===== src/pts_pkg.sv =====
// Shared types and codes for the periodic task scheduler.
// No dependencies; imported by every module of the block.
package pts_pkg;

  typedef enum logic [2:0] {
    ACT_LOAD     = 3'd0,
    ACT_REMOVE   = 3'd1,
    ACT_TRIGGER  = 3'd2,
    ACT_ITERATE  = 3'd3,
    ACT_COMPLETE = 3'd4,
    ACT_SETPRI   = 3'd5,
    ACT_SETPER   = 3'd6,
    ACT_RESTART  = 3'd7
  } action_t;

  localparam logic [2:0] KIND_ONCE   = 3'd0;
  localparam logic [2:0] KIND_STEADY = 3'd1;
  localparam logic [2:0] KIND_FREE   = 3'd2;
  localparam logic [2:0] KIND_EXT    = 3'd3;
  localparam logic [2:0] KIND_IDLE   = 3'd4;

  localparam logic [1:0] ST_DONE  = 2'd0;
  localparam logic [1:0] ST_GRANT = 2'd1;
  localparam logic [1:0] ST_SLEEP = 2'd2;
  localparam logic [1:0] ST_EMPTY = 2'd3;

  localparam logic [1:0] CFG_LOCKSTEP  = 2'd0;
  localparam logic [1:0] CFG_MAX_SLEEP = 2'd1;
  localparam logic [1:0] CFG_MIN_SLEEP = 2'd2;

  localparam logic [31:0] MAX_SLEEP_RESET = 32'd100000;
  localparam logic [31:0] MIN_SLEEP_RESET = 32'd1000;
  localparam logic signed [31:0] PRIO_MAX = 32'sh7fffffff;

  typedef enum logic {
    MD_DIV = 1'b0,
    MD_MUL = 1'b1
  } md_op_t;

  typedef enum logic [3:0] {
    S_IDLE, S_EXEC, S_MIN, S_ARM, S_SCAN, S_SLEEP,
    S_AGE, S_GRANT, S_DIV, S_MUL, S_OUT
  } state_t;

endpackage


===== src/pts_muldiv.sv =====
// Bit-serial 64-by-32 divider and 64-by-32 multiplier (product mod 2^64).
// Depends on pts_pkg for the operation code.
module pts_muldiv import pts_pkg::*; (
  input  logic        clk,
  input  logic        rst,
  input  logic        start,
  input  md_op_t      op,
  input  logic [63:0] a,
  input  logic [31:0] b,
  output logic        busy,
  output logic        done,
  output logic [63:0] result
);

  logic [63:0] x;
  logic [63:0] y;
  logic [32:0] rem;
  logic [31:0] bv;
  logic [6:0]  cnt;
  md_op_t      opr;
  logic [32:0] trial;

  assign trial  = {rem[31:0], x[63]};
  assign result = (opr == MD_DIV) ? x : y;

  always_ff @(posedge clk) begin
    if (rst) begin
      busy <= 1'b0;
      done <= 1'b0;
    end else begin
      done <= 1'b0;
      if (start) begin
        busy <= 1'b1;
        cnt  <= (op == MD_DIV) ? 7'd64 : 7'd32;
      end else if (busy) begin
        cnt <= cnt - 7'd1;
        if (cnt == 7'd1) begin
          busy <= 1'b0;
          done <= 1'b1;
        end
      end
    end
  end

  always_ff @(posedge clk) begin
    if (start) begin
      opr <= op;
      x   <= a;
      y   <= 64'd0;
      rem <= 33'd0;
      bv  <= b;
    end else if (busy) begin
      if (opr == MD_DIV) begin
        if (trial >= {1'b0, bv}) begin
          rem <= trial - {1'b0, bv};
          x   <= {x[62:0], 1'b1};
        end else begin
          rem <= trial;
          x   <= {x[62:0], 1'b0};
        end
      end else begin
        if (bv[0]) begin
          y <= y + x;
        end
        x  <= {x[62:0], 1'b0};
        bv <= {1'b0, bv[31:1]};
      end
    end
  end

endmodule


===== config.mk =====
export PLATFORM = sky130hd
export DESIGN_NAME = pts_muldiv
export DESIGN_NICKNAME = d
export VERILOG_FILES = /design/src/pts_pkg.sv /design/src/pts_muldiv.sv
export SDC_FILE = /design/constraint.sdc
export NUM_CORES = 1
export LEC_CHECK = 0
export BUFFER_PORTS_ARGS = -buffer_cell sky130_fd_sc_hd__buf_2
export CORE_ASPECT_RATIO = 1.5
export CORE_UTILIZATION = 30
export DETAILED_ROUTE_END_ITERATION = 7
export PLACE_DENSITY = 0.54
export SYNTH_ARGS = -nofsm -noshare
export SYNTH_HDL_FRONTEND = slang
export SYNTH_SLANG_ARGS = --single-unit

===== constraint.sdc =====
create_clock -name clk -period 7.2 [get_ports clk]
set_input_delay 0.72 -clock clk [delete_from_list [all_inputs] [get_ports clk]]
set_output_delay 0.72 -clock clk [all_outputs]
set_load 0.03 [all_outputs]

==> flow_summary.yaml, run 1 <==
synthesis:
  synth.area.top_cells: "edfxtp_1 (22%), dfxtp_1 (14%), mux2_2 (10%), ha_1 (8.5%), nand2_1 (5.2%)"
  async_reset_ff_frac: 0
  synth_area_um2: 14300
  synth_edf_count: 104
  synth-main-ff-cell: "edfxtp_1"
  yosysTopAreaCell: "edfxtp_1"
  synth_cell_types: 72
  post-synth-top-count-cell: "nand2_1"
  synth_common_cells: "nand2_1 (198), a21oi_1 (143), mux2_2 (127)"
  synth.avg_cell_area_um2: 9.06
  syn-num-nets: 1775
  synthCells: 1576
  ys_seq_area_frac: 0.356
  synth_seq_cells: 202
  yosys_warnings: 0
  yosys.area.top_type_share: 0.219
setup_path:
  cp_max_fo: 6
  r2r_cells: 11
  cp-end-kind: "flip-flop"
  arrival_ns: 4.08
  reg2reg_from: "x[7]"
  ff2ff_setup_slack_ns: 3.57
  worstSetupPathType: "flip-flop to flip-flop"
  crit_required_ns: 7.65
  r2r-end: "y[61]"
  worstSetupStartpointType: "flip-flop"
layout:
  nFillCells: 4891
  syn_to_final_growth_pct: 14.7
  instances_no_fill: 2302
  nets: 1889
  drive_above_1_share: 0.211
global_route:
  antenna_found_initial: 2
  overflow: 0
  first_global_vias: 12500
  grt_max_degree: 131
  grtUsageTotal: 0.170
  grt_pass1_wl_um: 67200
power:
  power.total_uw: 3520
  ir_drop_uv: 194
  power_density_nw_per_um2: 215
  p_leak_uw: 0.00689
routing:
  antenna_left: 0
  routedWlPerCell_um: 18.2
  drt_first_iter_violations: 757
  vias: 12100
  drc_errors: 0
  firstDrtPassIters: 5
  wl_um: 41900
  vias_per_cell: 5.27
clock_network:
  cts_tree: "yes"
  numCtsBuffers: 24
  clk_pin_slew_ns: 0.06
  cts_resized: 0
  clk_path_buf_depth: 3
  cts_hold_buf: 0
  cts_setup_buffers: 0
  cts_max_level: 1
  cts.sinks: 202
  cts-root-buf: "clkbuf_16"
  insertion_delay_ns: 0.55
sta:
  final.setup.tns_ns: 0
  skew_ns: 0.0213
  fmax_ghz: 0.276
  tightest_slew_ns: 1.21
  period_share: 0.504
  setup_viol: 0
  hold_viol: 0
  holdWs_ns: 0.345
  slew_violations: 0
  period_minus_slack_ns: 3.63
  grt_setup_unrepaired: "no"
  fin_ws_ns: 3.57
  slew_headroom: 0.189
hold_path:
  whs_endpoint: "done"
  min_path_cells: 2
  hold_path_class: "primary input to flip-flop"
  hp-start: "rst"
floorplanning:
  die_x_um: 180
  die_h_um: 269
  core_area_um2: 46800
  start_util: 0.305
  ios: 166
  fp-row-count: 97
  die_area_um2: 48500
placed_design:
  hpwl_um: 30900
  portBuffers: 165
  dpl_worst_slack_ns: 3.63
  dp_cells: 2258
  place_congestion: 0.897
job:
  cap_violations: 0
run_status:
  status: "completed"
[power breakdown]
| group | leakage (uW) | total, uW | internal [uW] | switching [uW] |
|---|---|---|---|---|
| logic | 0.00468 | 966 | 377 | 588 |
| registers | 0.00184 | 1380 | 1320 | 65.4 |
| clock network | 0.000368 | 1170 | 664 | 510 |
[how the worst max path moves through the flow]
stage,start,end,slack (ns),cells past startpoint
2_1_floorplan,x[24],y[63],4.17,12
3_3_place_gp,x[7],y[61],3.72,11
3_5_place_dp,x[20],y[63],3.63,11
4_1_cts,x[20],y[63],3.60,11
5_1_grt,x[7],y[61],3.32,11
6_report,x[7],y[61],3.57,11
[per-layer routing]
metal,share of wire,up-vias,wire (um),global-route usage
met1,0.39,5803,16400,0.187
met5,0,-,0,0
li1,-,6019,-,-
met4,0.028,0,1180,0.0569
met2,0.54,259,22800,0.334
met3,0.038,62,1570,0.0188
[stage by stage]
step / area (um2) / util
finish: 16400 / 0.350
global route: 16400 / 0.350
CTS: 16400 / 0.350
detailed placement: 15600 / 0.334
global placement: 15600 / 0.334
floorplan: 14300 / -
[cells in the final DEF (no fill, tap or decap), types with 5 or more instances in the layout]
master / n
ha_1: 97
a31oi_1: 14
inv_1: 56
clkinv_2: 8
o21ai_0: 81
and2_1: 5
a221oi_1: 9
a211oi_1: 43
nand2_1: 198
o211ai_1: 10
nand3_1: 23
o21ai_1: 14
buf_2: 164
clkbuf_1: 6
nor2_1: 104
clkbuf_16: 25
nand2b_1: 6
o21a_1: 8
a21boi_0: 5
edfxtp_1: 104
mux2_2: 127
and3_1: 13
a21o_1: 58
nor3b_1: 5
dfxtp_1: 98
and4_1: 7
buf_4: 9
xnor2_1: 57
a22o_1: 12
nand4_1: 23
a21oi_1: 143
mux2i_1: 23
a311oi_1: 5
xor2_1: 26
nor3_1: 16
o21bai_1: 14
nand3b_1: 6
nor2b_1: 10
[state kept, by name (all words and copies together), names as in the netlist]
| name | cells |
|---|---|
| opr | 1 |
| rem | 32 |
| x | 64 |
| done | 1 |
| cnt | 7 |
| bv | 32 |
| y | 64 |
| busy | 1 |
[worst max-delay path: stages, from the launching register on]
cell and delay, ns:
edfxtp_1 0.42, ha_1 0.40, nand2_1 0.15, nor2_1 0.16, o211ai_1 0.16, a211oi_1 0.49
o21ai_1 0.34, o41ai_4 0.62, a211oi_1 0.22, o211ai_1 0.21, nand4b_1 0.12, a311oi_1 0.24
[layout make-up]
| cell class | instances | area (um2) | area share |
|---|---|---|---|
| clock buffers | 34 | 689 | 0.0421 |
| well taps | 594 | 743 | 0.0454 |
| repair buffers | 175 | 922 | 0.0563 |
| inverters | 57 | 214 | 0.0131 |
| multi-input cells | 1230 | 8680 | 0.530 |
| diodes | 1 | 2.50 | 0.000153 |
| clock inverters | 9 | 47.5 | 0.00290 |
| flip-flops and latches | 202 | 5080 | 0.310 |
[cells by family (layout without fill, tap and decap cells)]
family          count (synthesis)  count (layout)  synth area share
buf+inv                       144             275            0.0385
xor+xnor                       83              83            0.0509
other cells                     0               1                 0
simple gates                  439             439             0.140
fa+ha+maj                      99              99            0.0878
flops                         202             202             0.356
mux                           151             151             0.117
compound gates                458             458             0.210
Note: power is estimated with default switching activity, not from simulation.
==> run 2, diff against run 1 <==
- PLACE_DENSITY: 0.54 -> 0.55
- clock period: 7.2 -> 3.3 ns (I/O delays scaled with it)
==> flow_summary.yaml, run 2 (same netlist as run 1, synthesis figures left out) <==
run_status:
  status: "completed"
power:
  seqPwrFrac: 0.373
  combPwrFrac: 0.284
  ir_drop_uv: 338
  p_int_uw: 5500
  power_switching_share: 0.321
  p_leak_uw: 0.00739
  power.total_uw: 8100
  p_sw_uw: 2600
  power_density_nw_per_um2: 466
  clkPwrFrac: 0.343
placed_design:
  dpl-instance-area_um2: 16400
  portBuffers: 165
  place_congestion: 0.903
  hpwl_um: 32600
setup_path:
  crit_required_ns: 3.72
  arrival_ns: 3.65
  path_cells: "ha_2, buf_4, a21oi_1, o21ai_1, nand3_1, o311ai_1, or4b_4, nand2_1, o21ai_4, buf_4, a311oi_1, mux2_1"
  reg2reg_from: "x[16]"
  slowest_stage: "or4b_4"
  worstSetupStartpointType: "flip-flop"
  path_common_cell: "buf_4"
  startpoint: "x[16]"
  cp-end-kind: "flip-flop"
  worstSetupPathType: "flip-flop to flip-flop"
  worst_path_largest_cell_delay_ns: 0.58
  cp_max_fo: 5
layout:
  final_cell_area_um2: 17400
  syn_to_final_growth_pct: 21.7
  final_common_cell: "nand2_1"
  final_cell_mix: "nand2_1 (197), buf_2 (164), a21oi_1 (137), mux2_2 (127)"
  largestRegisters: "x: 64 flops, y: 64 flops"
  drive_above_1_share: 0.267
  nets: 1988
floorplanning:
  die_h_um: 269
  die_x_um: 180
  fp-row-count: 97
  ios: 166
  die_area_um2: 48500
  core_area_um2: 46800
  start_util: 0.305
routing:
  drc_errors: 0
  routedWlPerCell_um: 17.7
  drt_first_iter_violations: 591
  vias: 12500
  vias_per_cell: 5.19
  wl_um: 42500
  antenna_left: 0
  firstDrtPassIters: 5
global_route:
  overflow: 0
  grtUsageTotal: 0.171
  grt_max_degree: 71
  grt_pass1_wl_um: 67800
  first_global_vias: 12800
  antenna_found_initial: 0
hold_path:
  hp-start: "b[17]"
  hold_path_class: "primary input to flip-flop"
sta:
  skew_ns: 0.0104
  hold_viol: 0
  fmax_ghz: 0.309
  slew_headroom: 0.515
  period_share: 0.981
  period_minus_slack_ns: 3.24
  slew_violations: 0
  setup_viol: 0
  tightest_slew_ns: 0.726
clock_network:
  numCtsBuffers: 24
  cts_tree: "yes"
  cts-root-buf: "clkbuf_16"
  cts.sinks: 202
  cts_max_level: 1
  clk_path_buf_depth: 3
  insertion_delay_ns: 0.54
  clk_pin_slew_ns: 0.06
job:
  cap_violations: 0
==> run 2: changes by cell type in the layout (fill, tap and decap cells not counted), moves of 3 or more <==
cell and change:
bufinv_16 +3, clkinv_2 -6, a21oi_2 +6, clkbuf_8 -3
buf_4 +95, a211oi_2 +3, clkinv_1 +3, ha_1 -5
a21oi_1 -6, ha_2 +3, a211oi_1 -3
==> run 2: what timing repair did <==
| action | CTS | global route |
|---|---|---|
| buffers inserted | 1 | 4 |
| cloned | 0 | 0 |
| endpoints found under the setup margin | 3 | 22 |
| hold endpoints to repair | 2 | 0 |
| hold buffers | 2 | 0 |
| pin swaps | 1 | 3 |
| resized for setup | 6 | 32 |
==> run 2: path summary, 6_finish.rpt <==
check                           depth (start not counted)  endpoint  slack (ns)
worst max-delay path                                   12     y[63]        0.06
worst min-delay path                                    3    bv[17]        0.08
worst max register to register                         12     y[63]        0.06
worst min register to register                          2     y[47]        0.47
==> run 2: final cells by class <==
cell class | count | area, um2
tap | 594 | 743
sequential | 202 | 5080
fill | 4868 | 29500
inverter | 57 | 214
multi-input combinational | 1230 | 8850
antenna | 1 | 2.50
clock inverter | 9 | 119
timing repair buffer | 274 | 1700
clock buffer | 33 | 677
==> run 2: power groups by stage <==
stage | clock network [uW] | registers [uW] | logic, uW
after detailed placement | 0 | 3070 | 2260
after CTS | 2870 | 3020 | 2280
final | 2780 | 3020 | 2300
after global placement | 0 | 3060 | 2250
after global routing | 2960 | 3040 | 2520
after floorplan | 0 | 3020 | 1580
==> run 2: worst max-delay path, delay by kind of cell, from the launching register on <==
family / cells / cell delay, ns
AND/OR/NAND/NOR: 3 / 0.85
multiplexers: 1 / 0.35
adder cells (fa/ha/maj): 1 / 0.33
flip-flops: 1 / 0.40
AO/OA/AOI/OAI: 5 / 0.87
buffers and inverters: 2 / 0.31
==> run 2: routing by layer <==
metal	wire length (um)	up-vias	global-route usage
met3	1260	58	0.0155
met4	1020	0	0.0495
met2	23400	222	0.340
met5	0	-	0
li1	-	6216	-
met1	16800	5961	0.188
==> run 2: metrics by stage <==
| step | TNS (ns) | util | setup WS, ns | hold WS, ns | cells |
|---|---|---|---|---|---|
| after floorplan | 0 | - | 0.269 | 0.406 | 1576 |
| after global placement | -0.0796 | 0.349 | -0.0661 | 0.457 | 2350 |
| after detailed placement | -0.0893 | 0.349 | -0.0860 | 0.462 | 2350 |
| after CTS | 0 | 0.367 | 0.000910 | 0.0495 | 2395 |
| after global routing | -0.0496 | 0.371 | -0.0496 | 0.0636 | 2399 |
| final | 0 | 0.371 | 0.0639 | 0.0776 | 2400 |
==> run 3, diff against run 2 <==
- clock period: 3.3 -> 2.7 ns (I/O delays scaled with it)
==> flow_summary.yaml, run 3 (same netlist as run 1, synthesis figures left out) <==
run_status:
  status: "complete, but fails checks"
  violations: "negative setup slack"
placed_design:
  hpwl_um: 35100
  portBuffers: 165
  dpl-instance-area_um2: 18800
  place_congestion: 0.922
power:
  combPwrFrac: 0.357
  clkPwrFrac: 0.320
  power_density_nw_per_um2: 507
  p_sw_uw: 3700
  power.total_uw: 11500
  power_switching_share: 0.322
  seqPwrFrac: 0.323
  p_leak_uw: 0.00993
  ir_drop_uv: 481
  p_int_uw: 7770
sta:
  setup_viol: 69
  tightest_slew_ns: 0.630
  slew_violations: 0
  fmax_ghz: 0.331
  fin_ws_ns: -0.325
  skew_ns: 0.0210
  period_share: 1.12
  grt_setup_unrepaired: "yes"
  hold_viol: 0
  slew_headroom: 0.578
  period_minus_slack_ns: 3.02
  holdWs_ns: 0.0143
clock_network:
  cts_tree: "yes"
  cts.sinks: 202
  cts-root-buf: "clkbuf_16"
  clk_path_buf_depth: 3
  cts_max_level: 1
  numCtsBuffers: 25
  clk_pin_slew_ns: 0.06
  insertion_delay_ns: 0.57
layout:
  final_common_cell: "buf_4"
  multi_input_area_um2: 10200
  final_cell_area_um2: 22600
  fin_util: 0.483
  final_cell_mix: "buf_4 (420), nand2_1 (192), buf_2 (164), mux2_2 (126), edfxtp_1 (104)"
  diodes: 0
  drive_above_1_share: 0.460
  nets: 2428
  largestRegisters: "x: 64 flops, y: 64 flops"
  syn_to_final_growth_pct: 58.2
  seqCellArea_um2: 5090
  nFillCells: 4373
setup_path:
  startpoint: "x[2]"
  arrival_ns: 3.54
  reg2reg_from: "x[2]"
  worstSetupPathType: "flip-flop to flip-flop"
  r2r_cells: 12
  ff2ff_setup_slack_ns: -0.32
  worstSetupStartpointType: "flip-flop"
  crit_end: "y[62]"
  r2r-end: "y[62]"
  crit_required_ns: 3.21
  cp_max_fo: 4
  cp-end-kind: "flip-flop"
global_route:
  first_global_vias: 15200
  antenna_found_initial: 0
  grtUsageTotal: 0.198
  grt_max_degree: 70
  grt_pass1_wl_um: 78100
  overflow: 0
floorplanning:
  fp-row-count: 97
  die_h_um: 269
  die_x_um: 180
  ios: 166
  core_area_um2: 46800
  die_area_um2: 48500
  start_util: 0.305
hold_path:
  hp-start: "b[9]"
  hold_path_class: "primary input to flip-flop"
job:
  cap_violations: 0
routing:
  vias: 14400
  routedWlPerCell_um: 17.4
  firstDrtPassIters: 5
  vias_per_cell: 5.05
  drc_errors: 0
  wl_um: 49400
  antenna_left: 0
  drt_first_iter_violations: 575
-- run 3: power groups by stage --
stage / clock, uW / combinational, uW / sequential, uW
2_1_floorplan: 0 / 1980 / 3690
3_3_place_gp: 0 / 3350 / 3720
3_5_place_dp: 0 / 3370 / 3730
4_1_cts: 3780 / 3820 / 3690
5_1_grt: 3880 / 4420 / 3730
6_report: 3670 / 4100 / 3700
-- run 3: worst min-delay path by stage --
stage / to / slack (ns) / cells after the start
2_1_floorplan: done / 0.35 / 1
3_3_place_gp: y[6] / 0.46 / 2
3_5_place_dp: y[6] / 0.46 / 2
4_1_cts: x[14] / 0.00005 / 2
5_1_grt: x[10] / 0.009 / 2
6_report: bv[9] / 0.01 / 3
-- run 3: metal layers --
metal,track usage,share of wire,routed length (um)
met5,0,0,0
met4,0.0740,0.036,1760
met3,0.0167,0.032,1570
met2,0.396,0.56,27500
met1,0.211,0.38,18700
-- run 3: worst max-delay path: stages, from the launching register on --
cell,delay (ns)
edfxtp_1,0.43
ha_4,0.32
a21o_1,0.16
nand4_1,0.22
a2111oi_4,0.42
nor2_2,0.11
a2111oi_4,0.28
buf_4,0.19
o31ai_4,0.08
a21oi_4,0.21
nand4_4,0.12
a2111oi_4,0.29
a311o_1,0.14
-- run 3: through the flow --
| stage | TNS [ns] | setup WS (ns) | cells |
|---|---|---|---|
| floorplan | -0.614 | -0.192 | 1576 |
| global placement | -15.49 | -0.557 | 2651 |
| detailed placement | -19.45 | -0.680 | 2651 |
| CTS | -6.55 | -0.335 | 2817 |
| global route | -18.55 | -0.544 | 2842 |
| finish | -9.73 | -0.325 | 2842 |
-- run 3: repair_timing --
action	4_1_cts	5_1_grt
setup endpoints to repair	76	79
pin swaps	103	112
hold endpoints to repair	66	0
buffers inserted	55	41
cloned	2	2
gates resized for setup	180	123
hold buffers	66	0
-- run 3: layout make-up --
type                       instances  share of cell area
multi-input combinational       1230               0.452
timing repair buffer             713               0.242
sequential                       202               0.225
tap                              594              0.0329
clock buffer                      36              0.0313
inverter                          57             0.00947
clock inverter                    10             0.00753
